`config.mk`:
```
export PLATFORM = sky130hd
export DESIGN_NAME = rbmd_front
export DESIGN_NICKNAME = d
export VERILOG_FILES = /design/src/design/rbmd_pkg.sv /design/src/design/rbmd_front.sv
export SDC_FILE = /design/constraint.sdc
export NUM_CORES = 1
export LEC_CHECK = 0
export BUFFER_PORTS_ARGS = -buffer_cell sky130_fd_sc_hd__buf_2
export CAP_MARGIN = 20
export CORE_AREA = 3 3 125 115
export DETAILED_ROUTE_END_ITERATION = 8
export DIE_AREA = 0 0 128 118
export PLACE_DENSITY_LB_ADDON = 0.08
export SETUP_SLACK_MARGIN = 0.4
export SLEW_MARGIN = 30
export SYNTH_ARGS = -nofsm -noshare
export SYNTH_HDL_FRONTEND = slang
export SYNTH_SLANG_ARGS = --single-unit
```
`constraint.sdc`:
```
create_clock -name clk -period 7.7 [get_ports clk]
set_clock_uncertainty 0.1 [all_clocks]
set_input_delay 0 -clock clk [delete_from_list [all_inputs] [get_ports clk]]
set_output_delay 0 -clock clk [all_outputs]
set_load 0.01 [all_outputs]
```
`src/design/rbmd_pkg.sv`:
```
// ----------------------------------------------------------------------------
// rbmd_pkg
// Shared types and constants for the RGBA 2x2 box mipmap downsampler.
// ----------------------------------------------------------------------------
package rbmd_pkg;

	localparam int NUM_CHAN = 4;
	localparam int CHAN_W   = 8;
	localparam int PAIR_W   = CHAN_W + 1;
	localparam int QUAD_W   = CHAN_W + 2;
	localparam int LINE_W   = NUM_CHAN * PAIR_W;
	localparam int SIZE_W   = 4;

	// Configuration register indexes
	localparam logic REG_WIDTH_LOG2  = 1'b0;
	localparam logic REG_HEIGHT_LOG2 = 1'b1;

	typedef logic [NUM_CHAN-1:0][CHAN_W-1:0] pixel_t;
	typedef logic [NUM_CHAN-1:0][PAIR_W-1:0] pair_sum_t;

	typedef struct packed {
		logic emit;       // this transfer closes a 2x2 block
		logic use_line;   // vertical partner comes from the line store
		logic row_end;
		logic image_end;
	} ctl_t;

endpackage

```
`src/design/rbmd_front.sv`:
```
// ----------------------------------------------------------------------------
// rbmd_front
// Size registers, raster counters, held even-column pixel and horizontal
// pair sum. Decides per transfer whether to store, fetch or emit.
// ----------------------------------------------------------------------------
module rbmd_front #(
	parameter int MAX_WIDTH_LOG2 = 11,
	parameter int ADDR_W         = 10
) (
	input  logic                              clk,
	input  logic                              arst_n,
	input  logic                              cfg_wr_en,
	input  logic                              cfg_index,
	input  logic [rbmd_pkg::SIZE_W-1:0]       cfg_data,
	input  logic                              accept,
	input  rbmd_pkg::pixel_t                  pix,
	output rbmd_pkg::pair_sum_t               pair_sum,
	output rbmd_pkg::ctl_t                    ctl,
	output logic [ADDR_W-1:0]                 line_addr,
	output logic                              line_wr_en,
	output logic                              line_rd_en
);

	localparam int CNT_W = MAX_WIDTH_LOG2;
	localparam logic [rbmd_pkg::SIZE_W-1:0] MAX_L2 = rbmd_pkg::SIZE_W'(MAX_WIDTH_LOG2);

	logic [rbmd_pkg::SIZE_W-1:0] width_log2_q, height_log2_q;
	logic [rbmd_pkg::SIZE_W-1:0] wl_eff, hl_eff;
	logic [CNT_W-1:0]            column_q, row_q;
	logic [CNT_W-1:0]            wmask, hmask, col, row;
	logic                        col_last, row_last, wide, tall, pair_done;
	rbmd_pkg::pixel_t            held_q;

	// saturate sizes above the supported maximum
	assign wl_eff = (width_log2_q > MAX_L2) ? MAX_L2 : width_log2_q;
	assign hl_eff = (height_log2_q > MAX_L2) ? MAX_L2 : height_log2_q;

	assign wmask = ~({CNT_W{1'b1}} << wl_eff);
	assign hmask = ~({CNT_W{1'b1}} << hl_eff);
	assign col   = column_q & wmask;
	assign row   = row_q & hmask;

	assign col_last  = (col == wmask);
	assign row_last  = (row == hmask);
	assign wide      = (wl_eff != '0);
	assign tall      = (hl_eff != '0);
	assign pair_done = !wide || col[0];

	always_ff @(posedge clk or negedge arst_n) begin
		if (!arst_n) begin
			width_log2_q  <= '0;
			height_log2_q <= '0;
			column_q      <= '0;
			row_q         <= '0;
		end else if (cfg_wr_en) begin
			if (cfg_index == rbmd_pkg::REG_WIDTH_LOG2) begin
				width_log2_q <= cfg_data;
			end else begin
				height_log2_q <= cfg_data;
			end
			// restart the image at its first pixel
			column_q <= '0;
			row_q    <= '0;
		end else if (accept) begin
			if (col_last) begin
				column_q <= '0;
				row_q    <= row_last ? '0 : row + 1'b1;
			end else begin
				column_q <= col + 1'b1;
				row_q    <= row;
			end
		end
	end

	// hold the even-column pixel until its partner arrives
	always_ff @(posedge clk) begin
		if (accept && wide && !col[0]) begin
			held_q <= pix;
		end
	end

	always_comb begin
		for (int c = 0; c < rbmd_pkg::NUM_CHAN; c++) begin
			if (wide) begin
				pair_sum[c] = {1'b0, held_q[c]} + {1'b0, pix[c]};
			end else begin
				pair_sum[c] = {pix[c], 1'b0};
			end
		end
	end

	assign line_addr  = ADDR_W'(col >> 1);
	assign line_wr_en = accept && pair_done && tall && !row[0];
	assign line_rd_en = accept && pair_done && tall && row[0];

	assign ctl.emit      = pair_done && (!tall || row[0]);
	assign ctl.use_line  = tall;
	assign ctl.row_end   = col_last;
	assign ctl.image_end = col_last && row_last;

endmodule

```
# Word-level counts from Yosys, hierarchy flattened

Index checks and enable logic that the tools add are counted.

Magnitude comparators: 2
Equal/unequal tests: 2
Bitwise operators: 5
Shifts and indexed selects: 2
Muxes and demuxes: 13
Reductions and logical operators: 19
Add/sub/neg operators: 6

Operator list:

| cell                  | number |
|---|---|
| $mux 11               | 7 |
| $add 8x8->9           | 4 |
| $mux 9                | 4 |
| $add 11x1->11 const B | 2 |
| $and 11x11->11        | 2 |
| $eq 11x11->1          | 2 |
| $not 11->11           | 2 |
| $shl 11x4->11 const A | 2 |
| $gt 4x4->1 const B    | 2 |
| $logic_and 1x1->1     | 8 |
| $mux 4                | 2 |
| $reduce_bool 4->1     | 2 |
| $logic_not 1->1       | 4 |
| $reduce_and 2->1      | 2 |
| $logic_or 1x1->1      | 2 |
| $reduce_bool 2->1     | 1 |
| $not 1->1             | 1 |

Input port bits: 41
Flip-flop bits (word level): 62

# Logic depth before layout (Yosys ltp)

Gate-level depths: netlist (run 1).

Word-level depth: 10
Gate-level depth with buffers: 12

# Worst setup path after synthesis (run 1)

Ideal clock, no wire load.

Path type: flip-flop to flip-flop
Start: register width_log2_q[3] (netlist bit)
End: register held_q[0] (netlist bit), enable pin
Arrival time: 3.599 ns
Library setup time: 0.468 ns
Buffers on the path: 3
Setup slack: 3.533 ns
Required time: 7.132 ns
Period minus slack after synthesis: 4.167 ns
Stages on the path, launching flop included: 6
Path through: dfrtp_1 -> clkbuf_1 -> nor4_1 -> clkbuf_1 -> clkbuf_1 -> nor3b_1

Cells in the longest elaborated chain, start to end: 7

RTL lines:

| element                | line             | source |
|---|---|---|
| start, declared        | rbmd_front.sv:27 | `logic [rbmd_pkg::SIZE_W-1:0] width_log2_q, height_log2_q;` |
| start signal, assigned | rbmd_front.sv:57 | `width_log2_q <= cfg_data;` |
| $gt 4x4->1             | rbmd_front.sv:35 | `assign wl_eff = (width_log2_q > MAX_L2) ? MAX_L2 : width_log2_q;` |
| $mux 4 *               | rbmd_front.sv:35 |  |
| $shl 11x4->11          | rbmd_front.sv:38 | `assign wmask = ~({CNT_W{1'b1}} << wl_eff);` |
| $not 11->11            | rbmd_front.sv:38 |  |
| $and 11x11->11         | rbmd_front.sv:40 | `assign col = column_q & wmask;` |
| $logic_not 1->1        | rbmd_front.sv:77 | `if (accept && wide && !col[0]) begin` |
| $logic_and 1x1->1 *    | rbmd_front.sv:77 |  |
| end signal, assigned   | rbmd_front.sv:78 | `held_q <= pix;` |
| end, declared          | rbmd_front.sv:32 | `rbmd_pkg::pixel_t held_q;` |

Mark *: on every way between the ends. The rest lies on a longest branch, timed or not.
A chain may end at the register's enable or synchronous reset.

# Worst setup path after layout (run 1)

Start: register width_log2_q[2] (netlist bit)
End: register column_q[7]

Cells in the longest elaborated chain, start to end: 9

RTL lines:

| element                                       | line                               | source |
|---|---|---|
| $gt 4x4->1                                    | rbmd_front.sv:35                   |  |
| $mux 4 *                                      | rbmd_front.sv:35                   |  |
| $shl 11x4->11 *                               | rbmd_front.sv:38                   |  |
| $not 11->11 *                                 | rbmd_front.sv:38                   |  |
| $and 11x11->11                                | rbmd_front.sv:40                   |  |
| $add 11x1->11 or $eq 11x11->1 (tied branches) | rbmd_front.sv:69, rbmd_front.sv:43 |  |
| $mux 11 *                                     | rbmd_front.sv:65                   | `if (col_last) begin` |
| $mux 11 *                                     | rbmd_front.sv:64                   | `end else if (accept) begin` |
| $mux 11 *                                     | rbmd_front.sv:55                   | `end else if (cfg_wr_en) begin` |
| end signal, assigned                          | rbmd_front.sv:69                   | `column_q <= col + 1'b1;` |
| end, declared                                 | rbmd_front.sv:29                   | `logic [CNT_W-1:0] column_q, row_q;` |

Mark *: on every way between the ends. The rest lies on a longest branch, timed or not. The select of a mux whose other input is x is not followed.

==> summary.md, run 1 <==
| Metric | Value |
|---|---|
| CTS sink count | 62 |
| First-pass GRT wire length | roughly 20 mm |
| Die extent in y | 118 µm |
| Setup crit end kind | register |
| Largest net degree at the start of global routing | 40 |
| Chip width | 128 µm |
| Via Count | around 4,000 |
| H-tree Lvls | 3 |
| Via/cell ratio | around 5.1 |
| FP Rows | 40 |
| Fin util | about 45% |
| Fillers | ~1,300 |
| Mean Syn Cell Area | roughly 9.3 µm² |
| GR Overflow Total | 0 |
| Die area | approximately 15,000 µm² |
| Post-synthesis cell type count | a little under 60 |
| Static leakage | 0.00261 µW |
| Flops & latches, synth | between 60 and 70 |
| Root Buffer | clkbuf_16 |
| Initial antenna violation count | 0 |
| Status | complete, no violations |
| DRT iter0 DRCs | between 200 and 250 |
| Reg2reg end | column_q[7] |
| # IOs | 93 |
| PD cells | 198 nW/µm² |
| CP arrival | between 3000 and 4000 ps |
| Initial Util | between 30% and 40% |
| Multi-input logic area | ~2700 µm² |
| Worst-Margin Slew | between 800 and 900 ps |
| Reg area | 1710 µm² |
| RePlAce Congestion | around 0.84 |
| Antenna Nets Post-Route | 0 |
| Setup TNS | 0 ps |
| Share of flip-flops with an asynchronous set or reset | 48.4% |
| Antenna cells | 0 |
| Fin crit share | between 30 and 40% |
| Worst-skew pair later-pin latency | between 300 and 400 ps |
| Post-CTS Setup Bufs | 0 |
| WL/cell | approximately 15 µm |
| Area grow syn2layout | 28.6% |
| Setup CP Type | reg2reg |
| Slew Viols, Final | 0 |
| Unrepaired setup endpoints after global routing | false |
| Critical R2R Launch | width_log2_q[2] |
| Mapped Nets | about 570 |
| Pre-antenna DRT Iters | 4 |
| VDD IR max | around 140 µV |
| CTS tree | done |
| Hold Violations, Final | 0 |
| Reg clk slew, reported paths | ~60 ps |
| Max frequency | roughly 350 MHz |
| Port Buffers | slightly above 90 |
| Relative slew slack | between 40 and 50% |
| Synthesized area | roughly 4600 µm² |
| Final setup violation count | 0 |
| Reg-to-reg setup timing slack | 4820 ps |
| Syn Inst Count | 495 |
| Ys Warns | 0 |
| Worst min path class | in2async |
| Final min period | between 2000 and 3000 ps |
| R2R cell count | 8 |
| Largest fanout on the critical path | 17 |
| Routed WL | about 12 mm |
| Post-synth EDFFs | 32 |
| Nets | between 600 and 700 |
| Worst Path Required | roughly 7900 ps |
| Share of post-route cells with drive strength above 1 | between 20% and 30% |
| Primary FF master, synth | edfxtp_1 |
| Core area | 13,200 µm² |
| Dpl hpwl | 8.32 mm |
| Startpoint types | register |
| Fin cells | 790 |
| Register area share after synthesis | roughly 37% |
| Total Routing Usage GR | around 16% |
| Most frequent cells in the layout | buf_2 (92), nor2_1 (46), dlygate4sd3_1 (40) |
| DRC errors left | 0 |
| Vias in the first global route | 3,922 |
| Placed cell count | approximately 730 |
| CTS Buf Count | 9 |
| Commonest non-fill, non-tap cell in the layout | buf_2 |
| Max Root-Sink Buffers | 2 |
| Max-cap check violation count | 0 |
## worst max-delay path by stage
| stage | end | from | slack (ps) | depth (start not counted) |
|---|---|---|---|---|
| detailed placement | column_q[7] | width_log2_q[2] | 4880 | 8 |
| CTS | column_q[7] | width_log2_q[2] | 4850 | 8 |
| global route | column_q[7] | width_log2_q[2] | 4580 | 8 |
| global placement | column_q[7] | width_log2_q[3] | 4960 | 8 |
| floorplan | held_q[0] | width_log2_q[3] | 3530 | 5 |
| finish | column_q[7] | width_log2_q[2] | 4820 | 8 |
## through the flow
stage / setup WS, ps / cell area, µm² / total power, µW / hold slack [ps]
after floorplan: 3530 / 4590 / 611 / -396
after global placement: 4960 / 5180 / 715 / -7.17
after detailed placement: 4880 / 5180 / 717 / -6.27
after CTS: 4850 / 5900 / 1180 / 156
after global routing: 4580 / 5900 / 1240 / 224
final: 4820 / 5900 / 1170 / 154
## report_power, final
group	leakage [µW]	total, µW	switching (µW)	internal [µW]
Clock	0.000152	441	158	283
Sequential	0.000705	404	30.4	374
Combinational	0.00175	320	173	147
Total	0.00261	1170	361	804
## sequential cells by signal, summed over array words and instances, names as in the netlist
signal,flops
column_q,11
height_log2_q,4
held_q,32
row_q,11
width_log2_q,4
## layout make-up
type,instances,area share [%]
clock inverters,6,1.46
well taps,168,3.56
multi-input cells,385,45.5
clock buffers,10,3.88
flip-flops and latches,62,29.0
repair buffers,136,15.1
inverters,23,1.46
## worst max-delay path: stages (launching register included)
cell and delay, ps:
dfrtp_1 600, nor2_1 140, o2bb2ai_1 160, a31oi_1 60, nand3_2 170, clkinv_1 410, nor2_1 800, and3_1 270
a221o_1 100
## synthesized netlist by cell type (2+ instances only)
master / number / area [µm²]
a2111oi_0: 4 / 35.0
a211oi_1: 2 / 15.0
a21boi_0: 4 / 30.0
a21o_1: 13 / 97.6
a21oi_1: 39 / 195
a22o_1: 15 / 131
a31oi_1: 3 / 18.8
and2_1: 3 / 18.8
and3_1: 5 / 31.3
buf_2: 6 / 30.0
buf_4: 2 / 15.0
clkbuf_1: 16 / 60.1
dfrtp_1: 30 / 751
edfxtp_1: 32 / 961
fa_1: 4 / 80.1
ha_1: 34 / 425
inv_1: 22 / 82.6
mux2_2: 8 / 90.1
nand2_1: 37 / 139
nand2b_1: 14 / 87.6
nand3_1: 10 / 50.1
nand4_1: 5 / 31.3
nor2_1: 46 / 173
nor2b_1: 25 / 156
nor3_1: 13 / 65.1
nor3b_1: 2 / 15.0
nor4_1: 2 / 12.5
nor4_2: 3 / 37.5
o211ai_1: 4 / 30.0
o21a_1: 6 / 45.0
o21ai_0: 23 / 115
o2bb2ai_1: 2 / 17.5
o31ai_1: 4 / 30.0
o41ai_1: 2 / 17.5
xnor2_1: 22 / 193
xor2_1: 11 / 96.3
## routing by layer
metal / routed length [µm] / part of all wire [%] / GRT usage (%)
met5: 0 / 0 / 0
met4: 108 / 0.92 / 3.65
met3: 674 / 5.8 / 4.45
met2: 5370 / 46 / 25.0
met1: 5540 / 47 / 21.4
## logic make-up (layout without fill, tap and decap cells)
group / count (synthesis) / in the layout / share of synthesized area [%]
multiplexers: 9 / 9 / 2.18
AO/OA/AOI/OAI: 133 / 133 / 19.7
flip-flops: 62 / 62 / 37.3
buffers and inverters: 48 / 175 / 4.42
AND/OR/NAND/NOR: 171 / 171 / 18.9
adder cells (fa/ha/maj): 39 / 39 / 11.2
XOR/XNOR: 33 / 33 / 6.30
## repair_timing
| action | in CTS | in global routing |
|---|---|---|
| gates resized for setup | 0 | 0 |
| hold buffers | 40 | 0 |
| hold endpoints to repair | 73 | 0 |
| endpoints found under the setup margin | 0 | 0 |
Note: power is estimated with default switching activity, not from simulation.
==> inputs of run 2 (changes only) <==
==> constraint.sdc (replaced) <==
create_clock -name clk -period 2.8 [get_ports clk]
set_clock_uncertainty 0.1 [all_clocks]
set_input_delay 0 -clock clk [delete_from_list [all_inputs] [get_ports clk]]
set_output_delay 0 -clock clk [all_outputs]
set_load 0.01 [all_outputs]
==> run 2 against run 1 <==
Final cell count rose by 8.0%; critical path type is now reg2out; first-iteration DRC count is 39% higher; largest power group is now combinational cells; global-route usage increased by 1.0 points; via count grew 8.6%; clock power rose to 2.6 times the previous value; utilization is 6.2 points higher; wire length is 14% higher; sequential cell count stayed put.
==> summary.md, run 2 (synthesized netlist as in run 1, its figures left out) <==
| Metric | Value |
|---|---|
| Setup TNS | 0 ps (unchanged) |
| Setup CP Type | reg2out |
| Reg with most FFs | held_q |
| CTS tree | done |
| Initial antenna violation count | 0 (unchanged) |
| Routed WL | 13.4 mm (+14%) |
| Worst Path Required | 2700 ps (-5170 ps) |
| Initial Util | 34.7% (unchanged) |
| Relative slew slack | 34.3% (-10 points) |
| # IOs | 93 (unchanged) |
| Setup crit end kind | output port |
| Die extent in y | 118 µm (unchanged) |
| Hold Violations, Final | 0 (unchanged) |
| Dpl hpwl | 8.53 mm (+2.5%) |
| Max-cap check violation count | 0 (unchanged) |
| Fin crit share | between 80% and 90% |
| VDD IR max | 272 µV (+94%) |
| Pre-antenna DRT Iters | 4 (unchanged) |
| Static leakage | 0.00301 µW (+15%) |
| CP arrival | 2370 ps (-670 ps) |
| Core area | 13,200 µm² (unchanged) |
| Total Routing Usage GR | 16.8% (+1.0 points) |
| Fillers | 1,236 (-6.5%) |
| Bufs and invs on worst path | 2 (+1) |
| Via Count | 4,356 (+8.6%) |
| Worst slack at placement | 300 ps (-4580 ps) |
| Status | complete, no violations |
| Die area | 15,100 µm² (unchanged) |
| Vias in the first global route | 4,187 (+6.8%) |
| Largest net degree at the start of global routing | 39 (-2.5%) |
| Final setup violation count | 0 (unchanged) |
| Unrepaired setup endpoints after global routing | true |
| Most frequent cells in the layout | buf_2 (91), buf_4 (48), nor2_1 (43) |
| Max frequency | 405 MHz |
| Share of post-route cells with drive strength above 1 | 35.0% (+15 points) |
| FP Rows | 40 (unchanged) |
| GR Overflow Total | 0 (unchanged) |
| Antenna Nets Post-Route | 0 (unchanged) |
| Startpoint types | register |
| CP startpoint | held_q[0] |
| Worst-skew pair later-pin latency | 340 ps (about the same) |
| Root Buffer | clkbuf_16 |
| Via/cell ratio | 5.11 (+0.61%) |
| Port Buffers | 92 (unchanged) |
| DRC errors left | 0 (unchanged) |
| CP max stage delay | 370 ps (-430 ps) |
| First-pass GRT wire length | 20.8 mm (+6.7%) |
| Final min period | roughly 2500 ps |
| Max reg flops | 32 (unchanged) |
| RePlAce Congestion | 0.882 (+5.1%) |
| WL/cell | 15.7 µm (+5.8%) |
| Worst-Margin Slew | 973 ps (+148 ps) |
| Slew Viols, Final | 0 (unchanged) |
| Commonest non-fill, non-tap cell in the layout | buf_2 |
| Worst min path class | in2async |
| CP cell instances | ha_2 > buf_4 > a21o_1 > a21oi_2 > nor2b_1 > o211ai_1 > a21boi_1 > or3_1 > a31o_2 > buf_6 |
| Leading registers by flop count | held_q (32), column_q (11), row_q (11) |
| Area grow syn2layout | 46.4% |
| CP max-delay cell | edfxtp_1 |
| CTS sink count | 62 (unchanged) |
| Nets | 759 (+9.1%) |
| PD cells | 504 nW/µm² (+150%) |
| Chip width | 128 µm (unchanged) |
| Largest fanout on the critical path | 2 (-15) |
| Post-route setup slack | 329 ps (-4500 ps) |
| Reg clk slew, reported paths | 60 ps (about the same) |
| Crit-path leading delay family | compound AO/OA/AOI/OAI gates |
| Critical R2R Launch | width_log2_q[2] |
| H-tree Lvls | 3 (unchanged) |
| Fin Hold WS | 157 ps (+2.47 ps) |
| DRT iter0 DRCs | 290 (+39%) |
| Antenna cells | 0 (unchanged) |
| Max Root-Sink Buffers | 2 (unchanged) |
| CTS Buf Count | 9 (unchanged) |
[run 2: where the power goes]
part           internal [µW]  switching (µW)  total, µW
registers               1030            56.4       1090
clock network            709             427       1140
logic                    563             597       1160
[run 2: repair_timing]
action / 4_1_cts / 5_1_grt
resized for setup: 41 / 51
pin swaps: 36 / 53
setup buffers: 17 / 33
cloned: 1 / 2
endpoints found under the hold margin: 74 / 0
hold buffers: 40 / 0
setup endpoints to repair: 25 / 30
[run 2: metal layers]
layer / track usage [%] / share of wire (%) / vias to the layer above
li1: - / - / 2157
met5: 0 / 0 / -
met4: 5.70 / 0.86 / 0
met1: 22.0 / 47 / 2083
met3: 4.04 / 4.4 / 12
met2: 27.1 / 47 / 104
[run 2: worst paths after layout]
check	cells after the start	end	slack [ps]
max	10	pair_sum[7]	330
min	2	column_q[2]	160
max reg2reg	9	row_q[9]	390
min reg2reg	1	column_q[3]	420
max in group asynchronous	2	height_log2_q[3]	1940
min in group clk	4	pair_sum[19]	230
[run 2: through the flow]
stage | instance area, µm² | total power [µW] | instances | util, %
after global placement | 5280 | 2000 | 744 | 40.0
final | 6720 | 3380 | 853 | 50.9
after floorplan | 4630 | 1690 | 495 | -
after global routing | 6720 | 3580 | 853 | 50.9
after CTS | 6230 | 3290 | 818 | 47.1
after detailed placement | 5280 | 2010 | 744 | 40.0
[run 2: layout make-up]
type / count / area (µm²) / share of cell area [%]
Multi-Input combinational cell: 386 / 2950 / 43.8
Sequential cell: 62 / 1720 / 25.6
Timing Repair Buffer: 198 / 1460 / 21.7
Clock buffer: 10 / 239 / 3.56
Tap cell: 168 / 210 / 3.13
Inverter: 23 / 86.3 / 1.28
Clock inverter: 6 / 61.3 / 0.912
==> inputs of run 3 (changes only) <==
==> constraint.sdc (replaced) <==
create_clock -name clk -period 2.62 [get_ports clk]
set_clock_uncertainty 0.1 [all_clocks]
set_input_delay 0 -clock clk [delete_from_list [all_inputs] [get_ports clk]]
set_output_delay 0 -clock clk [all_outputs]
set_load 0.01 [all_outputs]
==> run 3 against run 2 <==
Worst hold slack lost 8.5 ps; critical path depth is 1 lower; utilization grew 1.8 points; clock power about the same; power increased by 8.0%; critical path type unchanged; largest cell class unchanged; highest routed layer unchanged.
==> summary.md, run 3 (synthesized netlist as in run 1, its figures left out) <==
| Metric | Value |
|---|---|
| Status | complete, no violations |
| Antenna Nets Post-Route | 0 (unchanged) |
| Setup CP Type | reg2out |
| CTS Buf Count | 9 (unchanged) |
| Share of post-route cells with drive strength above 1 | 38.3% (+3.2 points) |
| Die area | 15,100 µm² (unchanged) |
| Final min period | around 2500 ps |
| Static leakage | 0.00310 µW (+3.2%) |
| # IOs | 93 (unchanged) |
| Setup crit end kind | output port |
| CP max stage delay | 430 ps (+60 ps) |
| Slew Viols, Final | 0 (unchanged) |
| CTS sink count | 62 (unchanged) |
| Final setup violation count | 0 (unchanged) |
| DRT iter0 DRCs | 271 (-6.6%) |
| Placed cell count | 749 (+0.67%) |
| Max-cap check violation count | 0 (unchanged) |
| Routed WL | 13.6 mm (+2.1%) |
| CTS tree | done |
| Via Count | 4,348 (-0.18%) |
| Max reg flops | 32 (unchanged) |
| Worst-Margin Slew | 711 ps (-263 ps) |
| Largest net degree at the start of global routing | 39 (unchanged) |
| Area grow syn2layout | 51.8% |
| Setup TNS | 0 ps (unchanged) |
| Initial Util | 34.7% (unchanged) |
| Reg clk slew, reported paths | 60 ps (about the same) |
| CP max-delay cell | edfxtp_1 |
| Reg with most FFs | held_q |
| Largest fanout on the critical path | 2 (unchanged) |
| Fin cells | 868 (+1.8%) |
| CP arrival | 2390 ps (+20 ps) |
| Max frequency | just over 400 MHz |
| Worst slack at placement | 108 ps (-192 ps) |
| PD cells | 525 nW/µm² (+4.2%) |
| Worst-skew pair later-pin latency | 340 ps (about the same) |
| Max Root-Sink Buffers | 2 (unchanged) |
| Leading registers by flop count | held_q (32), column_q (11), row_q (11) |
| Antenna cells | 0 (unchanged) |
| Chip width | 128 µm (unchanged) |
| Relative slew slack | 52.6% (+18 points) |
| Dpl hpwl | 8.65 mm (+1.3%) |
| GR Overflow Total | 0 (unchanged) |
| Die extent in y | 118 µm (unchanged) |
| Commonest non-fill, non-tap cell in the layout | buf_2 |
| Most frequent cells in the layout | buf_2 (90), buf_4 (54), nor2_1 (43) |
| Nets | 774 (+2.0%) |
| VDD IR max | 368 µV (+35%) |
| Startpoint types | register |
| DRC errors left | 0 (unchanged) |
| Root Buffer | clkbuf_16 |
| Core area | 13,200 µm² (unchanged) |
| Total Routing Usage GR | 17.1% (+0.29 points) |
| WL/cell | 15.7 µm (+0.31%) |
| Post-route setup slack | 133 ps (-196 ps) |
| FP Rows | 40 (unchanged) |
| First-pass GRT wire length | 20.7 mm (-0.20%) |
| CP cell instances | ha_4 > a21o_1 > a21oi_2 > nor2b_2 > o211ai_1 > a21boi_1 > or3_1 > a31o_2 > buf_6 |
| Worst Path Required | 2520 ps (-180 ps) |
| Vias in the first global route | 4,172 (-0.36%) |
| Via/cell ratio | 5.01 (-1.9%) |
| Fin crit share | 94.9% |
| Port Buffers | 92 (unchanged) |
| Initial antenna violation count | 0 (unchanged) |
| Pre-antenna DRT Iters | 5 (+1) |
| H-tree Lvls | 3 (unchanged) |
| Hold Violations, Final | 0 (unchanged) |
| Unrepaired setup endpoints after global routing | true |
| RePlAce Congestion | 0.868 (-1.6%) |
| Worst min path class | in2async |
-- run 3: path summary, 6_finish.rpt --
path,startpoint,to,slack (ps),cells past startpoint
min in group clk,pix[0],pair_sum[1],230,4
setup reg to reg,width_log2_q[1],row_q[7],270,9
hold reg to reg,column_q[10],column_q[10],430,1
setup / recovery,held_q[1],pair_sum[7],130,9
hold / removal,arst_n,column_q[5],150,2
max in group asynchronous,arst_n,width_log2_q[3],1770,2
-- run 3: cell type report --
class | count | area (µm²)
multi-input cells | 386 | 3030
clock buffers | 11 | 253
fillers | 1236 | 6250
inverters | 23 | 98.8
clock inverters | 5 | 33.8
flip-flops and latches | 62 | 1720
well taps | 168 | 210
repair buffers | 213 | 1620
-- run 3: report_power, final --
group	total (µW)	internal (µW)	switching (µW)	leakage (µW)
Clock	1160	690	470	0.000138
Sequential	1150	1100	50.0	0.000699
Combinational	1340	669	675	0.00227
-- run 3: through the flow --
| step | total power [µW] | util [%] | hold WS [ps] | instance area [µm²] |
|---|---|---|---|---|
| 2_1_floorplan | 1820 | - | -396 | 4660 |
| 3_3_place_gp | 2160 | 40.4 | -7.03 | 5340 |
| 3_5_place_dp | 2170 | 40.4 | 1.02 | 5340 |
| 4_1_cts | 3530 | 49.3 | 187 | 6510 |
| 5_1_grt | 3860 | 52.7 | 241 | 6960 |
| 6_report | 3660 | 52.7 | 148 | 6960 |
-- run 3: timing repair --
item / in CTS / in global routing
hold endpoints to repair: 73 / 0
setup endpoints to repair: 41 / 43
gates resized for setup: 67 / 51
pin swaps: 54 / 57
hold buffers: 40 / 0
gates cloned: 2 / 2
setup buffers: 37 / 22
-- run 3: per-layer routing --
layer	wire length, µm	vias to the layer above	part of all wire [%]	track usage, %
met2	6350	105	47	27.2
met3	647	12	4.7	3.81
li1	-	2185	-	-
met4	154	0	1.1	5.57
met1	6480	2046	48	23.0
met5	0	-	0	0
-- run 3: worst max-delay path: cells and delay by family, from the launching register on --
family	cells	cell delay (ps)
and+or+nand+nor	2	370
AOI/OAI and AO/OA	5	860
adders and majority gates	1	260
DFF	1	430
buffers and inverters	1	120
